[src/lbs_pkg.sv]
// ----------------------------------------------------------------------------
// lbs_pkg
// Shared types and constants for the lift bridge sequencer.
// ----------------------------------------------------------------------------
package lbs_pkg;

    localparam int unsigned TIME_W     = 32;
    localparam int unsigned CODE_W     = 4;
    localparam int unsigned S_TDATA_W  = 40;
    localparam int unsigned S_TUSER_W  = 4;
    localparam int unsigned M_TDATA_W  = 48;

    localparam logic [TIME_W-1:0] HOLD_TIMEOUT_RESET = 32'd30000;

    typedef enum logic [CODE_W-1:0] {
        ST_INIT     = 4'd0,
        ST_IDLE     = 4'd1,
        ST_CLEARING = 4'd2,
        ST_RAISING  = 4'd3,
        ST_HOLD     = 4'd4,
        ST_LOWERING = 4'd5,
        ST_OPENING  = 4'd6,
        ST_FAULT    = 4'd7,
        ST_ESTOP    = 4'd8
    } state_t;

    typedef enum logic [CODE_W-1:0] {
        EV_ESTOP_ON   = 4'd0,
        EV_ESTOP_OFF  = 4'd1,
        EV_FAULT_ON   = 4'd2,
        EV_FAULT_OFF  = 4'd3,
        EV_TICK       = 4'd4,
        EV_VEHICLE    = 4'd5,
        EV_RAISE      = 4'd6,
        EV_LOWER      = 4'd7,
        EV_HOLD       = 4'd8,
        EV_CW_READY   = 4'd9,
        EV_BAR_CLOSED = 4'd10,
        EV_BAR_OPEN   = 4'd11,
        EV_TOP        = 4'd12,
        EV_BOTTOM     = 4'd13
    } event_t;

    // init_done sits in the lowest bit
    typedef struct packed {
        logic estop_clearable;
        logic road_opened;
        logic road_clear;
        logic may_clear_road;
        logic init_done;
    } guard_t;

    typedef struct packed {
        state_t            state;
        state_t            last_state;
        logic [TIME_W-1:0] entry_time;
        logic              weight_ready;
    } seq_ctx_t;

    typedef struct packed {
        seq_ctx_t ctx;
        logic     changed;
    } step_res_t;

endpackage

[src/lbs_step.sv]
// ----------------------------------------------------------------------------
// lbs_step
// Next-state function: one event applied to the sequencer context.
// ----------------------------------------------------------------------------
module lbs_step (
    input  lbs_pkg::seq_ctx_t          ctx_i,
    input  logic [lbs_pkg::CODE_W-1:0] event_code_i,
    input  logic [lbs_pkg::TIME_W-1:0] now_i,
    input  lbs_pkg::guard_t            guard_i,
    input  logic [lbs_pkg::TIME_W-1:0] hold_timeout_i,
    output lbs_pkg::step_res_t         res_o
);
    import lbs_pkg::*;

    state_t            target;
    logic              take;
    logic              cw;
    logic              changed;
    logic [TIME_W-1:0] age;

    always_comb begin
        target = ctx_i.state;
        take   = 1'b0;
        cw     = ctx_i.weight_ready;
        age    = now_i - ctx_i.entry_time;  // wraps mod 2^32

        if (event_code_i == EV_ESTOP_ON) begin
            target = ST_ESTOP;
            take   = 1'b1;
        end else if (event_code_i == EV_FAULT_ON && ctx_i.state != ST_ESTOP) begin
            target = ST_FAULT;
            take   = 1'b1;
        end else begin
            unique case (ctx_i.state)
                ST_INIT: begin
                    if (event_code_i == EV_TICK && guard_i.init_done) begin
                        target = ST_IDLE;
                        take   = 1'b1;
                    end
                end
                ST_IDLE: begin
                    if ((event_code_i == EV_VEHICLE && guard_i.may_clear_road) ||
                        event_code_i == EV_RAISE) begin
                        target = ST_CLEARING;
                        take   = 1'b1;
                    end
                end
                ST_CLEARING: begin
                    if (event_code_i == EV_CW_READY) begin
                        cw = 1'b1;
                    end
                    // flag updated above counts for this same event
                    if ((event_code_i == EV_BAR_CLOSED || event_code_i == EV_CW_READY ||
                         event_code_i == EV_TICK) && guard_i.road_clear && cw) begin
                        target = ST_RAISING;
                        take   = 1'b1;
                    end
                end
                ST_RAISING: begin
                    if (event_code_i == EV_TOP || event_code_i == EV_HOLD) begin
                        target = ST_HOLD;
                        take   = 1'b1;
                    end
                end
                ST_HOLD: begin
                    if (event_code_i == EV_LOWER) begin
                        target = ST_LOWERING;
                        take   = 1'b1;
                    end else if (event_code_i == EV_RAISE) begin
                        target = ST_RAISING;
                        take   = 1'b1;
                    end else if (event_code_i == EV_TICK && age >= hold_timeout_i) begin
                        target = ST_LOWERING;
                        take   = 1'b1;
                    end
                end
                ST_LOWERING: begin
                    if (event_code_i == EV_BOTTOM) begin
                        target = ST_OPENING;
                        take   = 1'b1;
                    end else if (event_code_i == EV_HOLD) begin
                        target = ST_HOLD;
                        take   = 1'b1;
                    end
                end
                ST_OPENING: begin
                    if ((event_code_i == EV_BAR_OPEN || event_code_i == EV_TICK) &&
                        guard_i.road_opened) begin
                        target = ST_IDLE;
                        take   = 1'b1;
                    end
                end
                ST_FAULT: begin
                    if (event_code_i == EV_FAULT_OFF) begin
                        target = ST_IDLE;
                        take   = 1'b1;
                    end
                end
                ST_ESTOP: begin
                    if (event_code_i == EV_ESTOP_OFF && guard_i.estop_clearable) begin
                        target = ST_IDLE;
                        take   = 1'b1;
                    end
                end
                default: begin
                    // unreachable codes react only to estop and fault
                end
            endcase
        end

        // a move to the state already held is no transition
        changed = take && (target != ctx_i.state);

        res_o.ctx              = ctx_i;
        res_o.ctx.weight_ready = cw;
        res_o.changed          = changed;
        if (changed) begin
            res_o.ctx.last_state = ctx_i.state;
            res_o.ctx.state      = target;
            res_o.ctx.entry_time = now_i;
            if (target == ST_CLEARING) begin
                res_o.ctx.weight_ready = 1'b0;
            end
        end
    end

endmodule

[src/lift_bridge_sequencer_core.sv]
// ----------------------------------------------------------------------------
// lift_bridge_sequencer_core
// Nine-state lift bridge sequencer, one event per item, one status per item.
// ----------------------------------------------------------------------------
//  Channel   Dir  Handshake                  Payload
//  s_axis    in   s_axis_tvalid/tready       event code (tuser), time + guards
//  m_axis    out  m_axis_tvalid/tready       state, prev, changed, entry time
//  cfg       in   cfg_wr_en (no back-press)  hold timeout in ms
//
//  One item per cycle sustained while m_axis_tready stays high; m_axis_tvalid rises
//  after the s_axis accept via the input register, then the step logic into the result register.
//  The sequencer context updates in the cycle an item moves into the result
//  register, so the next item in the input register already sees it.
//  m_axis_tready low holds the result; the input register still takes one
//  more item, then s_axis_tready drops until the result is taken.
//  aresetn (synchronous, active low) puts the sequencer in init, timeout 30000.
// ----------------------------------------------------------------------------
module lift_bridge_sequencer_core (
    input  logic                             aclk,
    input  logic                             aresetn,

    input  logic                             s_axis_tvalid,
    output logic                             s_axis_tready,
    // [31:0] now_ms, [32] guard_init_done, [33] guard_may_clear_road,
    // [34] guard_road_clear, [35] guard_road_opened,
    // [36] guard_estop_clearable, [39:37] zero
    input  logic [lbs_pkg::S_TDATA_W-1:0]    s_axis_tdata,
    // [3:0] event_code
    input  logic [lbs_pkg::S_TUSER_W-1:0]    s_axis_tuser,

    output logic                             m_axis_tvalid,
    input  logic                             m_axis_tready,
    // [3:0] current_state, [7:4] previous_state, [8] state_changed,
    // [40:9] entered_at_ms, [47:41] zero
    output logic [lbs_pkg::M_TDATA_W-1:0]    m_axis_tdata,

    input  logic                             cfg_wr_en,
    input  logic [lbs_pkg::TIME_W-1:0]       cfg_wr_data
);
    import lbs_pkg::*;

    // input register
    logic                 in_valid_reg,  in_valid_next;
    logic [CODE_W-1:0]    in_event_reg;
    logic [TIME_W-1:0]    in_now_reg;
    guard_t               in_guard_reg;

    // sequencer context and config
    seq_ctx_t             ctx_reg,       ctx_next;
    logic [TIME_W-1:0]    timeout_reg;

    // result register
    logic                 out_valid_reg, out_valid_next;
    logic [M_TDATA_W-1:0] out_data_reg,  out_data_next;

    logic                 s_accept;
    logic                 advance;
    logic                 proc;
    step_res_t            step_res;

    // the result slot frees when empty or being taken
    assign advance       = !out_valid_reg || m_axis_tready;
    assign proc          = in_valid_reg && advance;
    assign s_axis_tready = !in_valid_reg || advance;
    assign s_accept      = s_axis_tvalid && s_axis_tready;

    lbs_step u_step (
        .ctx_i          (ctx_reg),
        .event_code_i   (in_event_reg),
        .now_i          (in_now_reg),
        .guard_i        (in_guard_reg),
        .hold_timeout_i (timeout_reg),
        .res_o          (step_res)
    );

    always_comb begin
        in_valid_next  = s_accept ? 1'b1 : (proc ? 1'b0 : in_valid_reg);
        out_valid_next = proc ? 1'b1 : (m_axis_tready ? 1'b0 : out_valid_reg);
        ctx_next       = proc ? step_res.ctx : ctx_reg;
        out_data_next  = {7'd0,
                          step_res.ctx.entry_time,
                          step_res.changed,
                          step_res.ctx.last_state,
                          step_res.ctx.state};
    end

    // control and context
    always_ff @(posedge aclk) begin
        if (!aresetn) begin
            in_valid_reg           <= 1'b0;
            out_valid_reg          <= 1'b0;
            ctx_reg.state          <= ST_INIT;
            ctx_reg.last_state     <= ST_INIT;
            ctx_reg.entry_time     <= '0;
            ctx_reg.weight_ready   <= 1'b0;
            timeout_reg            <= HOLD_TIMEOUT_RESET;
        end else begin
            in_valid_reg  <= in_valid_next;
            out_valid_reg <= out_valid_next;
            ctx_reg       <= ctx_next;
            if (cfg_wr_en) begin
                timeout_reg <= cfg_wr_data;
            end
        end
    end

    // payload, no reset
    always_ff @(posedge aclk) begin
        if (s_accept) begin
            in_event_reg <= s_axis_tuser;
            in_now_reg   <= s_axis_tdata[TIME_W-1:0];
            in_guard_reg <= guard_t'(s_axis_tdata[TIME_W+4:TIME_W]);
        end
        if (proc) begin
            out_data_reg <= out_data_next;
        end
    end

    assign m_axis_tvalid = out_valid_reg;
    assign m_axis_tdata  = out_data_reg;

    // a reported change always leaves current and previous apart
    a_change_differs: assert property (@(posedge aclk) disable iff (!aresetn)
        (m_axis_tvalid && m_axis_tdata[8]) |-> (m_axis_tdata[3:0] != m_axis_tdata[7:4]))
        else $error("change reported with equal current and previous state");

    // an item stepped this cycle shows up as a result next cycle
    a_step_to_result: assert property (@(posedge aclk) disable iff (!aresetn)
        proc |=> out_valid_reg)
        else $error("stepped item lost before result register");

    // input back-pressure only with both registers full and the sink stalled
    a_stall_cause: assert property (@(posedge aclk) disable iff (!aresetn)
        !s_axis_tready |-> (in_valid_reg && out_valid_reg && !m_axis_tready))
        else $error("input stalled without a full pipeline");

    // a transition stamps the entry time with the item's timestamp
    a_entry_stamp: assert property (@(posedge aclk) disable iff (!aresetn)
        (proc && step_res.changed) |=> (ctx_reg.entry_time == $past(in_now_reg)))
        else $error("entry time not taken from the transition item");

    // context moves only when an item is stepped
    a_ctx_hold: assert property (@(posedge aclk) disable iff (!aresetn)
        !proc |=> $stable(ctx_reg))
        else $error("sequencer context changed without an item");

endmodule
[config.mk]
export PLATFORM = sky130hd
export DESIGN_NAME = lift_bridge_sequencer_core
export DESIGN_NICKNAME = d
export VERILOG_FILES = /design/src/lbs_pkg.sv /design/src/lbs_step.sv /design/src/lift_bridge_sequencer_core.sv
export SDC_FILE = /design/constraint.sdc
export NUM_CORES = 1
export LEC_CHECK = 0
export BUFFER_PORTS_ARGS = -buffer_cell sky130_fd_sc_hd__buf_2
export CAP_MARGIN = 20
export CELL_PAD_IN_SITES_DETAIL_PLACEMENT = 0
export CELL_PAD_IN_SITES_GLOBAL_PLACEMENT = 2
export CORE_ASPECT_RATIO = 1.2
export CORE_MARGIN = 2
export CORE_UTILIZATION = 37
export DETAILED_ROUTE_END_ITERATION = 10
export GPL_ROUTABILITY_DRIVEN = 1
export PLACE_DENSITY_LB_ADDON = 0.1
export SYNTH_ARGS = -nofsm -noshare
export SYNTH_HDL_FRONTEND = slang
export SYNTH_SLANG_ARGS = --single-unit
[constraint.sdc]
create_clock -name aclk -period 5.3 [get_ports aclk]
set_input_delay 0.265 -clock aclk [delete_from_list [all_inputs] [get_ports aclk]]
set_output_delay 0.265 -clock aclk [all_outputs]
set_load 0.01 [all_outputs]
Word-level counts from Yosys, hierarchy flattened
Cells that the tools add are included.
Operators by class
  add/sub/neg operators: 1
  magnitude comparators: 1
  equality and inequality tests: 24
  mux-type cells: 43
  reduce and logical (&&, ||, !) cells: 24
Operator list (count)
  $mux W4: 14
  $mux W41: 1
  $pmux W4 S9: 1
  $eq A4 B3 Y1 const B: 8
  $ge A32 B32 Y1: 1
  $sub A32 B32 Y32: 1
  $eq A4 B4 Y1 const B: 7
  $mux W1: 26
  $eq A4 B2 Y1 const B: 5
  $logic_and A1 B1 Y1: 11
  $pmux W1 S9: 1
  $eq A4 B1 Y1 const B: 2
  $logic_not A4 Y1: 2
  $logic_or A1 B1 Y1: 7
  $ne A4 B4 Y1: 1
  $ne A4 B4 Y1 const B: 1
  $reduce_bool A2 Y1: 2
  $logic_not A1 Y1: 2
Word-level totals
  bits in registers: 157
  input port bits: 81

Depth between registers and ports, before layout
  depth in word-level cells: 13
  gate-level depth with buffers: 23
  gate-level depth less buffers: 21

Modules after synthesis
From an unflattened synthesis, not the netlist that was laid out.
Unflattened totals
  cell total of the unflattened synthesis: 880
  area, all modules: 9096.2 µm²
By module, submodules not included
  lift_bridge_sequencer_core: times used 1, cells an instance 381, area each 5474.0 µm²
  lbs_step: times used 1, cells an instance 499, area each 3622.2 µm²

Least setup slack after synthesis
OpenSTA, ideal clock, no wires.
  kind: reg-to-reg
  from: register in_now_reg[1]
  to: register out_data_reg[16] (netlist: m_axis_tdata[16]) (data pin)
  setup time: 0.260 ns
  data arrival time: 4.345 ns
  path slack: 0.695 ns
  cell stages (with the launch flop): 21
  path buffers: 2
  period minus slack after synthesis: 4.605 ns
  cell sequence: edfxtp_1 > ha_1 > nor2b_1 > o31a_1 > o31a_1 > o21ai_0 > a21boi_0 > o21ai_0 > nor2b_1 > xnor2_1 > ha_1 > a21o_1 > a21o_1 > a21oi_1 > nor4bb_1 > o211ai_2 > o21ai_2 > and3_4 > buf_6 > buf_12 > mux2_4
RTL lines
  start, declared: RTL line lift_bridge_sequencer_core.sv:45  | logic [TIME_W-1:0] in_now_reg;
  start signal, assigned: RTL line lift_bridge_sequencer_core.sv:111  | in_now_reg <= s_axis_tdata[TIME_W-1:0];
  end signal, assigned: RTL line lift_bridge_sequencer_core.sv:115  | out_data_reg <= out_data_next;
  end, declared: RTL line lift_bridge_sequencer_core.sv:54  | logic [M_TDATA_W-1:0] out_data_reg, out_data_next;

==> results.md <==
- The area of the die is 0.0261 mm2.
- The end-of-flow core utilization is 45.3%.
- The clock passes through at most 2 buffers.
- At the later pin of the worst-skew pair, clock insertion delay measures 0.44 ns.
- The final max-slew violation count came to 0.
- Final hold analysis gives a worst-case slack of between 0.04 and 0.05 ns.
- Routability-driven placement finished with a final weighted congestion of 0.736.
- The number of antenna violations at the first check in global routing came to 0.
- Of all cell types, the one taking the most synthesized area is edfxtp_1.
- Averaged over all synthesized cells, the footprint is 10.2 um2.
- TritonCTS built the clock tree.
- The minimum clock period is approximately 5 ns.
- The number of global-route vias before repair came to 6636.
- The floorplan has 63 rows.
- The flow ran to the end, and the final reports show no timing, DRC or antenna violations.
- For this block, the initial DRC count from the detailed router was about 260.
- The nature of the critical path endpoint is a flop.
- The largest fanout on the critical path is 14.
- The kind of launch point of the worst setup path is a flop.
- The number of hold violations in the final report came to 0.
- By area the synthesized netlist is led by edfxtp_1 (27%), dfxtp_1 (16%), ha_1 (8.6%).
- Based on the critical path, the design can be clocked at up to 200 MHz.
- At the worst endpoint, the required time is 5.48 ns.
- The worst setup path is of the flop to flop kind.
- Across the routed clock network, the largest skew measured is 0.0149 ns.
- The arrival time of data at the critical path endpoint is 5.18 ns.
- The proportion of netlist area held by the largest area contributor is 26.8%.
- In this run the count of I/O pins placed on the die edge is 131.
- The clock transition at the registers of the reported paths is 0.07 ns.
- The leakage dissipation is 4.52 nW.
- The number of remaining DRC errors is 0.
- Synthesis inferred 157 register bits.
- Power spread over the standard cell area amounts to 291 mW/mm2.
- For this block, the routed nets add up to around 22000 um of wire.
- The total congestion overflow is 0.
- The kind of cell with the highest combined delay along the critical path is compound AO/OA/AOI/OAI gates.
- Dividing the detail-routed wire length by the instance count gives 15.6 um.
- The count of nets after finishing is about 1200.
- The placeable core area is 0.0246 mm2.
- Measured against its own limit, the worst slew margin works out to 26.1%.
- The multi-input combinational cells in the finished layout cover a total of approximately 0.0047 mm2.
- The tree built by TritonCTS fans out to around 160 sinks.
- The sequential cell area in the final layout is 0.00396 mm2.
- The number of H-tree levels is 4.
- The flip-flop cell with the highest count after synthesis is edfxtp_1.
- The number of enable-type register cells in the synthesized netlist is 82.
- The die is ~150 um wide.
- The fill cell instance count of the final layout is 2418.
- For this run, the detailed router's first-pass iteration total came to 4.
- The mapped netlist covers 0.00919 mm2.
- The first global-routing pass estimated 34500 um of wire.
- The share of synthesized area occupied by flip-flops and latches is approximately 43%.
- The antenna diode instance count is 0.
- In this run the worst hold path is classified as input port to flop.
- The post-synthesis to final-layout area growth is 21.3%.
- By instance count, the leading cell after synthesis is nand2_1.
- Synthesis produced a netlist whose cell count is 899.
- The number of different library cells used by synthesis comes to 74.
- The number of failing setup endpoints in the final timing report is 0.
- For this run, asynchronously set or reset flops after synthesis account for 0%.
- Entering global routing, the biggest net connects 73 pins.
- Buffers placed on the I/O ports in this run total 120.
- During synthesis, Yosys emitted a total of 0 warnings.
- The total half-perimeter wirelength after legalization and detailed placement is 15200 um.
- The slew of the pin with the lowest slew margin is 1.11 ns.
- Once the floorplan was initialized, standard cells occupied 37.3% of the core.
- Across the run, the number of max-cap violations was 0.
- Once detail routing completed, the nets flagged for antenna violations numbered 0.
- By count the netlist is led by nand2_1 (104), edfxtp_1 (82), inv_1 (79), dfxtp_1 (75), ha_1 (63).
- Measured along the y axis, the die boundary spans 177 um.
- The delay of the slowest cell on the worst path is 0.43 ns.
- The number of buffers and inverters on the critical path is 3.
- The root buffer cell is clkbuf_16.
- Global routing consumed, over all layers together, roughly 17% of the routing resources.
- The final critical path takes up a little over nine tenths of the cycle.
- The slowest library cell on the worst path is fa_1.
- The via density per instance is 4.84.
- The layout cell share with drive strength beyond 1 is 21.3%.
- The total via count after detailed routing is between 6000 and 7000.
- Setup repair after global routing could not meet its margin everywhere.
- Traced cell by cell, the critical path runs through inv_1 > ha_1 > inv_1 > fa_1 > a211oi_2 > o2111ai_2 > nand4_1 > o211ai_1 > nand3_1 > a41oi_2 > a2111oi_2 > a311o_1 > ha_1 > nand4_1 > nor4_4 > nand2_1 > a21o_1 > o211ai_2 > o21ai_2 > and3_4 > buf_12 > mux2_4.
- The number of buffers added by the clock tree synthesis step is 17.
- IR analysis of the VDD net gives a maximum drop of 180 uV.
-- what timing repair did --
item                                   in CTS  in global routing
gates resized for setup                     1                 11
setup buffers                               0                  1
setup endpoints to repair                  27                 74
endpoints found under the hold margin      37                  3
hold buffers                               37                  3
pin swaps                                   0                  3
gates cloned                                0                  0
-- report_power, final --
group,total (W),switching (W),internal [W]
clock network,0.00122,0.000510,0.000713
registers,0.00139,0.0000412,0.00135
logic,0.000624,0.000319,0.000305
total,0.00324,0.000871,0.00237
-- layer usage --
layer  wire (um)  part of all wire, %  track usage (%)
met4         195                 0.90             4.40
met1       10200                   47             21.7
met2       10600                   49             29.1
met5           0                    0                0
met3         630                  2.9             3.15
-- cell usage in the layout, fill, tap and decap left out, types with 5 or more instances in the layout --
cell type	count
conb_1	7
xor2_1	6
mux2_4	29
buf_4	7
a21o_1	18
a21oi_1	44
nand3b_1	5
clkinv_2	5
o211ai_1	13
and2_1	7
buf_2	120
o21a_1	6
dfxtp_1	75
o21ai_0	31
buf_12	6
nor3_1	11
nand3_1	15
ha_1	63
clkbuf_16	17
dlygate4sd3_1	40
nor2_1	33
nand4_1	12
inv_1	78
a211oi_1	7
nor4_1	5
edfxtp_1	82
nand2b_1	15
mux2i_1	61
nor2b_1	32
mux2_2	6
nand2_1	104
xnor2_1	16
-- stage by stage --
| stage | std cells | power [W] | area, um2 | setup WS [ns] | TNS, ns |
|---|---|---|---|---|---|
| floorplan | 905 | 0.00185 | 9210 | 0.695 | 0 |
| global placement | 1314 | 0.00201 | 10100 | -0.0528 | -0.926 |
| detailed placement | 1314 | 0.00202 | 10100 | -0.0313 | -0.344 |
| CTS | 1383 | 0.00328 | 11000 | 0.00995 | 0 |
| global route | 1389 | 0.00342 | 11100 | -0.0417 | -0.854 |
| finish | 1389 | 0.00324 | 11100 | 0.297 | 0 |
-- layout make-up --
class                      instances  share of cell area, %
sequential                       157                   35.6
multi-input combinational        622                   42.3
timing repair buffer             174                   10.6
inverter                          79                   2.66
clock inverter                    12                   1.08
clock buffer                      20                   4.10
tap                              325                   3.65
-- cell families (layout without fill, tap and decap cells) --
logic type | Yosys count | count (layout) | share of synthesized area, %
flops | 157 | 157 | 43.2
xor+xnor | 22 | 22 | 2.10
compound gates | 166 | 166 | 12.2
fa+ha+maj | 64 | 64 | 8.80
other cells | 1 | 7 | 0.0408
buf+inv | 126 | 285 | 6.48
simple gates | 267 | 267 | 15.1
mux | 96 | 96 | 12.1
-- worst paths after layout --
path / from / end / slack (ns) / cells past startpoint
worst max register to register: in_now_reg[0] / m_axis_tdata[25] / 0.30 / 22
worst max-delay path: in_now_reg[0] / m_axis_tdata[25] / 0.30 / 22
worst min-delay path: s_axis_tdata[31] / in_now_reg[31] / 0.04 / 1
worst min register to register: ctx_reg[36] / ctx_reg[36] / 0.46 / 2
Note: power is estimated with default switching activity, not from simulation.
